--- config.mk ---
export PLATFORM = sky130hd
export DESIGN_NAME = scale_frame_weight_parser_top
export DESIGN_NICKNAME = d
export VERILOG_FILES = /design/src/sfwp_pkg.sv /design/src/sfwp_parse.sv /design/src/sfwp_emit.sv /design/src/scale_frame_weight_parser_top.sv
export VERILOG_INCLUDE_DIRS = /design/src /design/src/src
export SDC_FILE = /design/constraint.sdc
export NUM_CORES = 2
export LEC_CHECK = 0
export BUFFER_PORTS_ARGS = -buffer_cell sky130_fd_sc_hd__clkbuf_2
export CAP_MARGIN = 40
export CORE_MARGIN = 3
export CORE_UTILIZATION = 65
export CTS_BUF_LIST = sky130_fd_sc_hd__clkbuf_16
export DETAILED_ROUTE_END_ITERATION = 8
export PLACE_DENSITY = 0.89
export SLEW_MARGIN = 10
export SYNTH_ARGS = -nofsm -noshare
export SYNTH_HDL_FRONTEND = slang
export SYNTH_HIERARCHICAL = 1
export SYNTH_SLANG_ARGS = --single-unit
--- constraint.sdc ---
create_clock -name clk -period 11.05 [get_ports clk]
set_input_delay 0.5525 -clock clk [delete_from_list [all_inputs] [get_ports clk]]
set_output_delay 0.5525 -clock clk [all_outputs]
set_load 0.01 [all_outputs]
--- src/assert_macros.svh ---
// assertion helpers shared by the rtl files
`ifndef ASSERT_MACROS_SVH
`define ASSERT_MACROS_SVH

`ifndef SYNTHESIS

// implication checked on every edge out of reset
`define SFWP_ASSERT(lbl, prop, msg) \
  lbl: assert property (@(posedge clk) disable iff (!rst_n) prop) else $error(msg);

// condition that must never be seen out of reset
`define SFWP_NEVER(lbl, cond, msg) \
  lbl: assert property (@(posedge clk) disable iff (!rst_n) !(cond)) else $error(msg);

`else

`define SFWP_ASSERT(lbl, prop, msg)
`define SFWP_NEVER(lbl, cond, msg)

`endif

`endif

--- src/sfwp_pkg.sv ---
package sfwp_pkg;

  localparam int MAG_W           = 48;
  localparam int FRAC_W          = 3;
  localparam int MAX_FRAC        = 4;
  localparam int SNAP_IW         = $clog2(MAX_FRAC);
  localparam int FIELD_START     = 2;
  localparam int FIELD_LEN       = 10;
  localparam int FRAME_BYTES_DEF = 16;
  localparam int POW_W           = 14;

  localparam logic [MAG_W-1:0]  MAG_MAX  = 48'd99999999999999;
  localparam logic [MAG_W-1:0]  MAG_LIM  = 48'd9999999999999;
  localparam logic [FRAC_W-1:0] FRAC_RST = 3'd2;

  localparam logic [7:0] CH_TAB     = 8'h09;
  localparam logic [7:0] CH_CR      = 8'h0D;
  localparam logic [7:0] CH_NEWLINE = 8'h0A;
  localparam logic [7:0] CH_SPACE   = 8'h20;
  localparam logic [7:0] CH_PLUS    = 8'h2B;
  localparam logic [7:0] CH_MINUS   = 8'h2D;
  localparam logic [7:0] CH_POINT   = 8'h2E;
  localparam logic [7:0] CH_ZERO    = 8'h30;
  localparam logic [7:0] CH_NINE    = 8'h39;

  typedef enum logic [2:0] {
    PH_LEAD,
    PH_SIGNED,
    PH_INT,
    PH_FRAC,
    PH_END
  } phase_t;

  typedef struct packed {
    phase_t                           phase;
    logic                             neg;
    logic                             seen;
    logic [FRAC_W-1:0]                fc;
    logic [MAG_W-1:0]                 mag;
    logic [MAX_FRAC-1:0][MAG_W-1:0]   snap;  // magnitude with j fraction digits
  } pst_t;

  typedef struct packed {
    pst_t              st;
    logic [FRAC_W-1:0] fd;   // clamped fraction_digits
  } frame_t;

  localparam pst_t PST_CLR = '{phase: PH_LEAD, neg: 1'b0, seen: 1'b0,
                               fc: '0, mag: '0, snap: '0};

  function automatic logic [POW_W-1:0] pow10(input logic [FRAC_W-1:0] k);
    logic [POW_W-1:0] p;
    case (k)
      3'd0:    p = 14'd1;
      3'd1:    p = 14'd10;
      3'd2:    p = 14'd100;
      3'd3:    p = 14'd1000;
      3'd4:    p = 14'd10000;
      default: p = 14'd1;
    endcase
    return p;
  endfunction

  // floor(MAG_MAX / 10^k)
  function automatic logic [MAG_W-1:0] mag_max_div(input logic [FRAC_W-1:0] k);
    logic [MAG_W-1:0] m;
    case (k)
      3'd0:    m = MAG_MAX;
      3'd1:    m = 48'd9999999999999;
      3'd2:    m = 48'd999999999999;
      3'd3:    m = 48'd99999999999;
      3'd4:    m = 48'd9999999999;
      default: m = MAG_MAX;
    endcase
    return m;
  endfunction

endpackage

--- src/sfwp_parse.sv ---
`include "assert_macros.svh"

module sfwp_parse #(
  parameter int FRAME_BYTES = sfwp_pkg::FRAME_BYTES_DEF
) (
  input  logic                         clk,
  input  logic                         rst_n,
  input  logic                         cfg_wr_en,
  input  logic [sfwp_pkg::FRAC_W-1:0]  cfg_wr_data,
  input  logic                         in_valid,
  output logic                         in_stall,
  input  logic [7:0]                   in_rx_byte,
  output logic                         frm_valid,
  input  logic                         frm_stall,
  output sfwp_pkg::frame_t             frm
);

  localparam int IDX_W = $clog2(FRAME_BYTES);
  localparam int CMP_W = 8;

  logic [IDX_W-1:0]             idx_r;
  logic [sfwp_pkg::FRAC_W-1:0]  fd_r;
  sfwp_pkg::pst_t               st_r;
  sfwp_pkg::pst_t               take_nxt;
  sfwp_pkg::pst_t               st_nxt;
  sfwp_pkg::frame_t             frm_r;
  logic                         frm_v_r;

  logic                         in_acc;
  logic                         last;
  logic                         in_field;
  logic                         digit;
  logic                         blank;
  logic                         num;
  logic [3:0]                   dval;
  logic [sfwp_pkg::FRAC_W-1:0]  kept;
  logic [sfwp_pkg::MAG_W-1:0]   mag_ttp;

  assign in_stall  = frm_v_r && frm_stall;
  assign in_acc    = in_valid && !in_stall;
  assign last      = (idx_r == IDX_W'(FRAME_BYTES - 1));
  assign in_field  = (CMP_W'(idx_r) >= CMP_W'(sfwp_pkg::FIELD_START)) &&
                     (CMP_W'(idx_r) < CMP_W'(sfwp_pkg::FIELD_START + sfwp_pkg::FIELD_LEN));
  assign kept      = (fd_r > sfwp_pkg::FRAC_W'(sfwp_pkg::MAX_FRAC)) ?
                     sfwp_pkg::FRAC_W'(sfwp_pkg::MAX_FRAC) : fd_r;
  assign frm_valid = frm_v_r;
  assign frm       = frm_r;

  always_comb begin
    digit   = (in_rx_byte >= sfwp_pkg::CH_ZERO) && (in_rx_byte <= sfwp_pkg::CH_NINE);
    dval    = digit ? in_rx_byte[3:0] : 4'd0;
    blank   = (in_rx_byte == sfwp_pkg::CH_SPACE) ||
              ((in_rx_byte >= sfwp_pkg::CH_TAB) && (in_rx_byte <= sfwp_pkg::CH_CR));
    // saturating m*10+d, the limit is the same for every digit
    mag_ttp = (st_r.mag > sfwp_pkg::MAG_LIM) ? sfwp_pkg::MAG_MAX :
              (st_r.mag << 3) + (st_r.mag << 1) + sfwp_pkg::MAG_W'(dval);
    take_nxt = st_r;
    num      = 1'b0;
    case (st_r.phase)
      sfwp_pkg::PH_LEAD: begin
        if (blank) begin
          take_nxt = st_r;
        end else if (in_rx_byte == sfwp_pkg::CH_PLUS || in_rx_byte == sfwp_pkg::CH_MINUS) begin
          take_nxt.neg   = (in_rx_byte == sfwp_pkg::CH_MINUS);
          take_nxt.phase = sfwp_pkg::PH_SIGNED;
        end else begin
          num = 1'b1;
        end
      end
      sfwp_pkg::PH_SIGNED, sfwp_pkg::PH_INT: begin
        num = 1'b1;
      end
      sfwp_pkg::PH_FRAC: begin
        if (digit) begin
          take_nxt.seen = 1'b1;
          if (st_r.fc < kept) begin
            take_nxt.snap[st_r.fc[sfwp_pkg::SNAP_IW-1:0]] = st_r.mag;
            take_nxt.mag = mag_ttp;
            take_nxt.fc  = st_r.fc + 1'b1;
          end
        end else begin
          take_nxt.phase = sfwp_pkg::PH_END;
        end
      end
      default: begin
        take_nxt = st_r;
      end
    endcase
    if (num) begin
      if (digit) begin
        take_nxt.mag   = mag_ttp;
        take_nxt.seen  = 1'b1;
        take_nxt.phase = sfwp_pkg::PH_INT;
      end else if (in_rx_byte == sfwp_pkg::CH_POINT) begin
        take_nxt.phase = sfwp_pkg::PH_FRAC;
      end else begin
        take_nxt.phase = sfwp_pkg::PH_END;
      end
    end
    st_nxt = in_field ? take_nxt : st_r;
  end

  always_ff @(posedge clk) begin
    if (!rst_n) begin
      idx_r   <= '0;
      fd_r    <= sfwp_pkg::FRAC_RST;
      st_r    <= sfwp_pkg::PST_CLR;
      frm_v_r <= 1'b0;
    end else begin
      if (cfg_wr_en) begin
        fd_r <= cfg_wr_data;
      end
      if (in_acc && last) begin
        frm_v_r <= 1'b1;
      end else if (!frm_stall) begin
        frm_v_r <= 1'b0;
      end
      if (in_acc) begin
        // newline restarts the frame wherever it lands
        if (last || in_rx_byte == sfwp_pkg::CH_NEWLINE) begin
          idx_r <= '0;
          st_r  <= sfwp_pkg::PST_CLR;
        end else begin
          idx_r <= idx_r + 1'b1;
          st_r  <= st_nxt;
        end
      end
    end
  end

  always_ff @(posedge clk) begin
    if (in_acc && last) begin
      frm_r.st <= st_nxt;
      frm_r.fd <= kept;
    end
  end

  `SFWP_ASSERT(a_frm_hold, frm_v_r && frm_stall |=> frm_v_r && $stable(frm_r), "frame beat lost under stall")
  `SFWP_ASSERT(a_fc_seen, st_r.fc != '0 |-> st_r.seen && st_r.fc <= sfwp_pkg::FRAC_W'(sfwp_pkg::MAX_FRAC), "fraction count without digit")
  `SFWP_ASSERT(a_pre_field, CMP_W'(idx_r) <= CMP_W'(sfwp_pkg::FIELD_START) |-> st_r.phase == sfwp_pkg::PH_LEAD && st_r.mag == '0, "parse state moved before field")

endmodule

--- src/sfwp_emit.sv ---
`include "assert_macros.svh"

module sfwp_emit (
  input  logic                        clk,
  input  logic                        rst_n,
  input  logic                        frm_valid,
  output logic                        frm_stall,
  input  sfwp_pkg::frame_t            frm,
  output logic                        out_valid,
  input  logic                        out_stall,
  output logic signed [sfwp_pkg::MAG_W-1:0] out_weight_scaled,
  output logic                        out_parse_ok
);

  logic                         scl_v_r;
  logic [sfwp_pkg::MAG_W-1:0]   base_r;
  logic [sfwp_pkg::FRAC_W-1:0]  k_r;
  logic                         over_r;
  logic                         neg_r;
  logic                         ok_r;

  logic [sfwp_pkg::MAG_W-1:0]   base_nxt;
  logic [sfwp_pkg::FRAC_W-1:0]  k_nxt;
  logic                         over_nxt;

  logic                         out_v_r;
  logic [sfwp_pkg::MAG_W-1:0]   w_r;
  logic                         ok_out_r;

  logic [sfwp_pkg::MAG_W-1:0]   prod;
  logic [sfwp_pkg::MAG_W-1:0]   mv;
  logic [sfwp_pkg::MAG_W-1:0]   w_nxt;

  logic out_adv;
  logic scl_adv;

  assign out_adv   = !out_v_r || !out_stall;
  assign scl_adv   = !scl_v_r || out_adv;
  assign frm_stall = !scl_adv;

  // pick the value with fd fraction digits, or find how far to scale up
  always_comb begin
    base_nxt = frm.st.mag;
    k_nxt    = '0;
    over_nxt = 1'b0;
    if (frm.st.fc > frm.fd) begin
      // a saturated accumulator truncates to the saturated constant
      base_nxt = (frm.st.mag == sfwp_pkg::MAG_MAX) ?
                 sfwp_pkg::mag_max_div(frm.st.fc - frm.fd) :
                 frm.st.snap[frm.fd[sfwp_pkg::SNAP_IW-1:0]];
    end else if (frm.st.fc < frm.fd) begin
      k_nxt    = frm.fd - frm.st.fc;
      over_nxt = frm.st.mag > sfwp_pkg::mag_max_div(frm.fd - frm.st.fc);
    end
  end

  always_comb begin
    prod  = base_r * sfwp_pkg::MAG_W'(sfwp_pkg::pow10(k_r));
    mv    = over_r ? sfwp_pkg::MAG_MAX : prod;
    w_nxt = !ok_r ? '0 : (neg_r ? (~mv + 1'b1) : mv);
  end

  always_ff @(posedge clk) begin
    if (!rst_n) begin
      scl_v_r <= 1'b0;
      out_v_r <= 1'b0;
    end else begin
      if (scl_adv) begin
        scl_v_r <= frm_valid;
      end
      if (out_adv) begin
        out_v_r <= scl_v_r;
      end
    end
  end

  always_ff @(posedge clk) begin
    if (scl_adv && frm_valid) begin
      base_r <= base_nxt;
      k_r    <= k_nxt;
      over_r <= over_nxt;
      neg_r  <= frm.st.neg;
      ok_r   <= frm.st.seen;
    end
    if (out_adv && scl_v_r) begin
      w_r      <= w_nxt;
      ok_out_r <= ok_r;
    end
  end

  assign out_valid         = out_v_r;
  assign out_weight_scaled = $signed(w_r);
  assign out_parse_ok      = ok_out_r;

  `SFWP_ASSERT(a_scl_hold, scl_v_r && !out_adv |=> scl_v_r && $stable(base_r) && $stable(k_r), "scale stage dropped a beat")
  `SFWP_ASSERT(a_nan_zero, out_v_r && !ok_out_r |-> w_r == '0, "not-a-number beat with nonzero weight")
  `SFWP_NEVER(a_range, out_v_r && (out_weight_scaled > $signed(sfwp_pkg::MAG_MAX) || out_weight_scaled < -$signed(sfwp_pkg::MAG_MAX)), "weight out of range")

endmodule

--- src/scale_frame_weight_parser_top.sv ---
// one byte beat accepted per cycle, every cycle, while the result side keeps up
// a frame's result reaches the output after the frame register, the scale select
// register and the multiply and sign output register
// sustained rate: one byte per cycle while the result side keeps up, at most one result per FRAME_BYTES bytes
// synchronous active-low reset clears the byte count, parse state and pipeline
// valids, and sets fraction_digits to 2
module scale_frame_weight_parser_top #(
  parameter int FRAME_BYTES = sfwp_pkg::FRAME_BYTES_DEF
) (
  input  logic                              clk,
  input  logic                              rst_n,
  input  logic                              cfg_wr_en,
  input  logic [sfwp_pkg::FRAC_W-1:0]       cfg_wr_data,
  input  logic                              in_valid,
  output logic                              in_stall,
  input  logic [7:0]                        in_rx_byte,
  output logic                              out_valid,
  input  logic                              out_stall,
  output logic signed [sfwp_pkg::MAG_W-1:0] out_weight_scaled,
  output logic                              out_parse_ok
);

  logic             frm_valid;
  logic             frm_stall;
  sfwp_pkg::frame_t frm;

  sfwp_parse #(
    .FRAME_BYTES(FRAME_BYTES)
  ) u_parse (
    .clk        (clk),
    .rst_n      (rst_n),
    .cfg_wr_en  (cfg_wr_en),
    .cfg_wr_data(cfg_wr_data),
    .in_valid   (in_valid),
    .in_stall   (in_stall),
    .in_rx_byte (in_rx_byte),
    .frm_valid  (frm_valid),
    .frm_stall  (frm_stall),
    .frm        (frm)
  );

  sfwp_emit u_emit (
    .clk              (clk),
    .rst_n            (rst_n),
    .frm_valid        (frm_valid),
    .frm_stall        (frm_stall),
    .frm              (frm),
    .out_valid        (out_valid),
    .out_stall        (out_stall),
    .out_weight_scaled(out_weight_scaled),
    .out_parse_ok     (out_parse_ok)
  );

endmodule

Word-level counts from Yosys, hierarchy flattened
Cells that the tools add are included.
- flip-flop bits (word level): 609
- input bits: 16
- output and inout bits: 51
- logic and storage cells: 146
- add/sub/neg operators: 7
- $mul: 1
- order comparisons: 15
- equality and inequality tests: 25
- mux-type cells: 40
- bitwise operators: 2
- reductions and logical operators: 26
- operators by type and width (operator ; number):
    48-bit 2-to-1 mux ; 11
    248-bit 2-to-1 mux ; 2
    244-bit 2-to-1 mux ; 2
    47-bit one-hot mux with 4 select lines ; 2
    243-bit 2-to-1 mux ; 1
    192-bit bitwise mux ; 1
    48-bit binary-select mux with 2-bit select ; 1
    48-bit demux with 2-bit select ; 1
    14-bit one-hot mux with 4 select lines ; 1
    48-bit by 1-bit adder with 48-bit output (second input constant) ; 1
    48-bit by 4-bit adder with 48-bit output ; 1
    48-bit adder ; 1
    48-bit by 47-bit equality test with 1-bit output (second input constant) ; 1
    48-bit by 44-bit greater-than comparator with 1-bit output (second input constant) ; 1
    48-bit greater-than comparator ; 1
    48-bit by 14-bit multiplier with 48-bit output ; 1
    48-bit inverter ; 1
    8-bit by 6-bit equality test with 1-bit output (second input constant) ; 4
    3-bit by 2-bit equality test with 1-bit output (second input constant) ; 8
    4-bit 2-to-1 mux ; 4
    3-bit 2-to-1 mux ; 5
    3-bit by 1-bit equality test with 1-bit output (second input constant) ; 4
    3-bit equality test (second input constant) ; 3
    1-bit logical AND ; 9
    other kinds (29) ; 49

Logic depth before layout (Yosys ltp)
- depth in word-level cells: 12
- gate-level depth with buffers: 33
- depth with buffers taken out: 29

Hierarchy
Netlist, hierarchy kept.
- by module, submodules not included (module ; instances ; cells each ; area an instance (µm²) ; sequential area each (µm²)):
    sfwp_emit ; 1 ; 2533 ; 22997.1 ; 3133.0
    sfwp_parse ; 1 ; 1980 ; 22781.8 ; 12662.1

Least setup slack after synthesis
Ideal clock, no wire load.
- path type: reg2reg
- start: register u_emit/k_r[0] in the netlist's numbering
- end: register u_emit.w_r (netlist bit u_emit/out_weight_scaled[46]) (data pin)
- setup time: 0.266 ns
- arrival time: 8.015 ns
- data required time: 10.784 ns
- slack: 2.769 ns
- stages on the path, launching flop included: 34
- path buffers: 6
- period minus slack after synthesis: 8.281 ns
- cell sequence: edfxtp_1 > buf_2 > nor2_2 > and2_1 > clkbuf_1 > clkbuf_1 > clkbuf_1 > nand2_1 > fa_1 > fa_1 > inv_1 > fa_1 > inv_1 > fa_1 > inv_1 > fa_1 > inv_1 > fa_1 > inv_1 > ha_1 > buf_6 > nand2_1 > nor4b_1 > o21ai_2 > a41oi_2 > xnor2_2 > nand2_1 > or3b_1 > nand4b_4 > or3b_1 > buf_6 > o41a_1 > xor2_1 > nor2_1
- longest elaborated chain between the ends: 7
- elaborated cells on any way between the ends: 10
- those cells by class: add/sub: 1; mul: 1; eq/ne: 4; mux: 3; bitwise: 1
- ends and longest elaborated chain (element ; line ; source):
    start: declaration ; sfwp_emit.sv:17 ; logic [sfwp_pkg::FRAC_W-1:0] k_r;
    start signal: assignment ; sfwp_emit.sv:80 ; k_r <= k_nxt;
    3-bit equality test, or another cell as far along ; sfwp_pkg.sv:53 ; case (k)
    14-bit one-hot mux with 4 select lines * ; sfwp_pkg.sv:53 ;
    48-bit by 14-bit multiplier with 48-bit output * ; sfwp_emit.sv:58 ; prod = base_r * sfwp_pkg::MAG_W'(sfwp_pkg::pow10(k_r));
    48-bit 2-to-1 mux * ; sfwp_emit.sv:59 ; mv = over_r ? sfwp_pkg::MAG_MAX : prod;
    48-bit inverter ; sfwp_emit.sv:60 ; w_nxt = !ok_r ? '0 : (neg_r ? (~mv + 1'b1) : mv);
    48-bit by 1-bit adder with 48-bit output ; sfwp_emit.sv:60 ;
    48-bit 2-to-1 mux * ; sfwp_emit.sv:60 ;
    end signal: assignment ; sfwp_emit.sv:86 ; w_r <= w_nxt;
    end: declaration ; sfwp_emit.sv:27 ; logic [sfwp_pkg::MAG_W-1:0] w_r;
Every way passes the cells marked *; elsewhere a longest branch is shown, timed or not.
A chain may end at the register's enable or synchronous reset.

Final worst setup path
- start: register u_emit/k_r[0] in the netlist's numbering
- end: register u_emit.w_r (netlist bit u_emit/out_weight_scaled[45]) (data pin)
Same word-level chain as after synthesis.

==> results.txt <==
worst setup margin - 1420 ps
Core Area - 0.0691 mm^2
Hold-fix buffers, CTS - 0
crit path capture - u_emit/out_weight_scaled[45]$_SDFFCE_PN0P_
pre-CTS WS - 1690 ps
met2 WL post-DR - 61200 um
initial antenna violation count - 2
Int Power - 0.00351 W
fmax - 0.104 GHz
# clock sinks - 609
RSZ-0062 raised after global routing - false
# setup viols final - 0
clock skew - 77.3 ps
Tmin final - 9630 ps
diode count - 0
nets - 5105
worst slew pin tran - 932 ps
Flop pwr share - 53.0%
Pre-antenna DRT Iters - 9
area delta synth->final - 6.65%
flop2flop setup slack - 1420 ps
largest net degree at the start of global routing - 80
worst ir drop on vdd - 0.160 mV
top routing layer in use - met5
row cnt - 96
Fin Hold WS - 142 ps
startpoint types - flop
routability cong. - 1.01
Critical-path top delay cell - edfxtp_1
total grt overflow - 0
CP endpoint kind - flop
vias in the first global route - 36800
post-CTS setup buffers - 0
Critical path origin - u_emit/k_r[0]$_SDFFCE_PP0P_
critical path class - reg -> reg
commonest non-fill, non-tap cell in the layout - inv_1
NetSw - 0.000977 W
CTS Buf Count - 59
GRT Resource Usage Total - 33.8%
max-slew violation count - 0
Critical Path RT - 11410 ps
initial drt markers - 3930
Final Core Density - 70.5%
CTS tree - built
clock slew at reported path FFs - 80 ps
Vias - 35400
Post-Syn Area - 0.0457 mm^2
max cap viols - 0
r2r startpoint - u_emit/k_r[0]$_SDFFCE_PP0P_
dpl hpwl - 88500 um
syn avg cell area - 10.1 um^2
Clk pwr share - 45.1%
Die Area - 0.0735 mm^2
Post-Syn Instances - 4510
met3 wire length - 11000 um
fill count - 4716
Hold Vio Cnt, Final - 0
die height - 271 um
Tcrit/Tclk final - 87.1%
Cell Pwr Density - 92.0 mW/mm^2
most frequent cells in the layout - inv_1, nand2_1, nor2_1
Die Width - 271 um
drt total wl - 124000 um
WL/cell - 22.9 um
cell area after layout - 0.0487 mm^2
Starting Density - 66.2%
Post-DRT Antenna Nets - 0
syn nets - 5168
Logic pwr share - 1.9%
Sw Share - 21.8%
Skew-Pair Late Insertion Delay - 660 ps
FF-to-FF End - u_emit/out_weight_scaled[45]$_SDFFCE_PN0P_
Port Buffers - 66
total negative setup slack - 0 ps
Leak - 21.6 nW
Crit path arrival time - 9980 ps
CP max stage delay - 830 ps
Via density - 6.52
HP Class - in -> reg
CTS root buffer - clkbuf_16
status - complete, no violations
DRC viols - 0
Ports - 67
first-pass GRT wire length - 198000 um
critical path peak fanout - 49
Slew headroom - 37.4%
cts repair resizes - 0
H-Tree Depth - 2
maximum buffer depth of the clock tree - 3
Area after DPL - 0.0467 mm^2
layout cell share with drive strength beyond 1 - 8.80%
met1 wire length - 44200 um
R2R depth - 28
YS warnings - 6
[how the worst min path moves through the flow]
stage | start | end | slack (ps) | cells past startpoint
final | cfg_wr_data[2] | u_parse/fd_r[2]$_SDFFE_PN0P_ | 140 | 3
after global routing | cfg_wr_data[2] | u_parse/fd_r[2]$_SDFFE_PN0P_ | 150 | 3
after CTS | cfg_wr_data[2] | u_parse/fd_r[2]$_SDFFE_PN0P_ | 120 | 3
after detailed placement | u_parse/frm[246]$_DFFE_PP_ | u_emit/ok_r$_DFFE_PP_ | 410 | 0
after global placement | u_parse/frm[246]$_DFFE_PP_ | u_emit/ok_r$_DFFE_PP_ | 410 | 0
after floorplan | u_parse/frm[247]$_DFFE_PP_ | u_emit/neg_r$_DFFE_PP_ | 400 | 0
[layout make-up]
class	instances	area, um^2	share of cell area (%)
multi-input combinational	3154	27100	55.7
clock buffer	62	1550	3.18
tap	931	1160	2.39
inverter	505	1900	3.90
timing repair buffer	118	857	1.76
clock inverter	50	402	0.824
sequential	609	15700	32.2
[sequential cells by signal, indices dropped and copies added (netlist names)]
name	cells
u_parse/frm_valid	1
u_parse/st_r	248
u_emit/out_weight_scaled	48
u_emit/over_r	1
u_parse/idx_r	4
u_emit/out_valid	1
u_parse/fd_r	3
u_emit/ok_r	1
u_parse/frm	248
u_emit/scl_v_r	1
u_emit/neg_r	1
u_emit/k_r	3
u_emit/base_r	48
u_emit/out_parse_ok	1
[power groups by stage]
stage	Sequential (W)	Clock, W	Combinational [W]
2_1_floorplan	0.00243	0	0.0000545
3_3_place_gp	0.00243	0	0.0000770
3_5_place_dp	0.00243	0	0.0000799
4_1_cts	0.00238	0.00203	0.0000808
5_1_grt	0.00238	0.00212	0.0000884
6_report	0.00238	0.00202	0.0000836
[critical path, delay by kind of cell (launching register included)]
kind	cells	cell delay, ps
flip-flops	1	830
XOR/XNOR	2	410
AO/OA/AOI/OAI	4	1370
adder cells (fa/ha/maj)	6	2990
buffers and inverters	7	1350
AND/OR/NAND/NOR	9	2390
[per-layer routing]
layer / GRT usage (%) / vias to the layer above
met5: 0.263 / -
met4: 18.9 / 2
met3: 6.02 / 528
met2: 57.5 / 2137
met1: 40.8 / 17400
li1: - / 15400
[stage by stage]
stage	std cells	power, W
global placement	5308	0.00250
floorplan	4510	0.00248
finish	5429	0.00448
global route	5429	0.00458
detailed placement	5315	0.00251
CTS	5427	0.00448
Power figures use the tool's default switching activity.
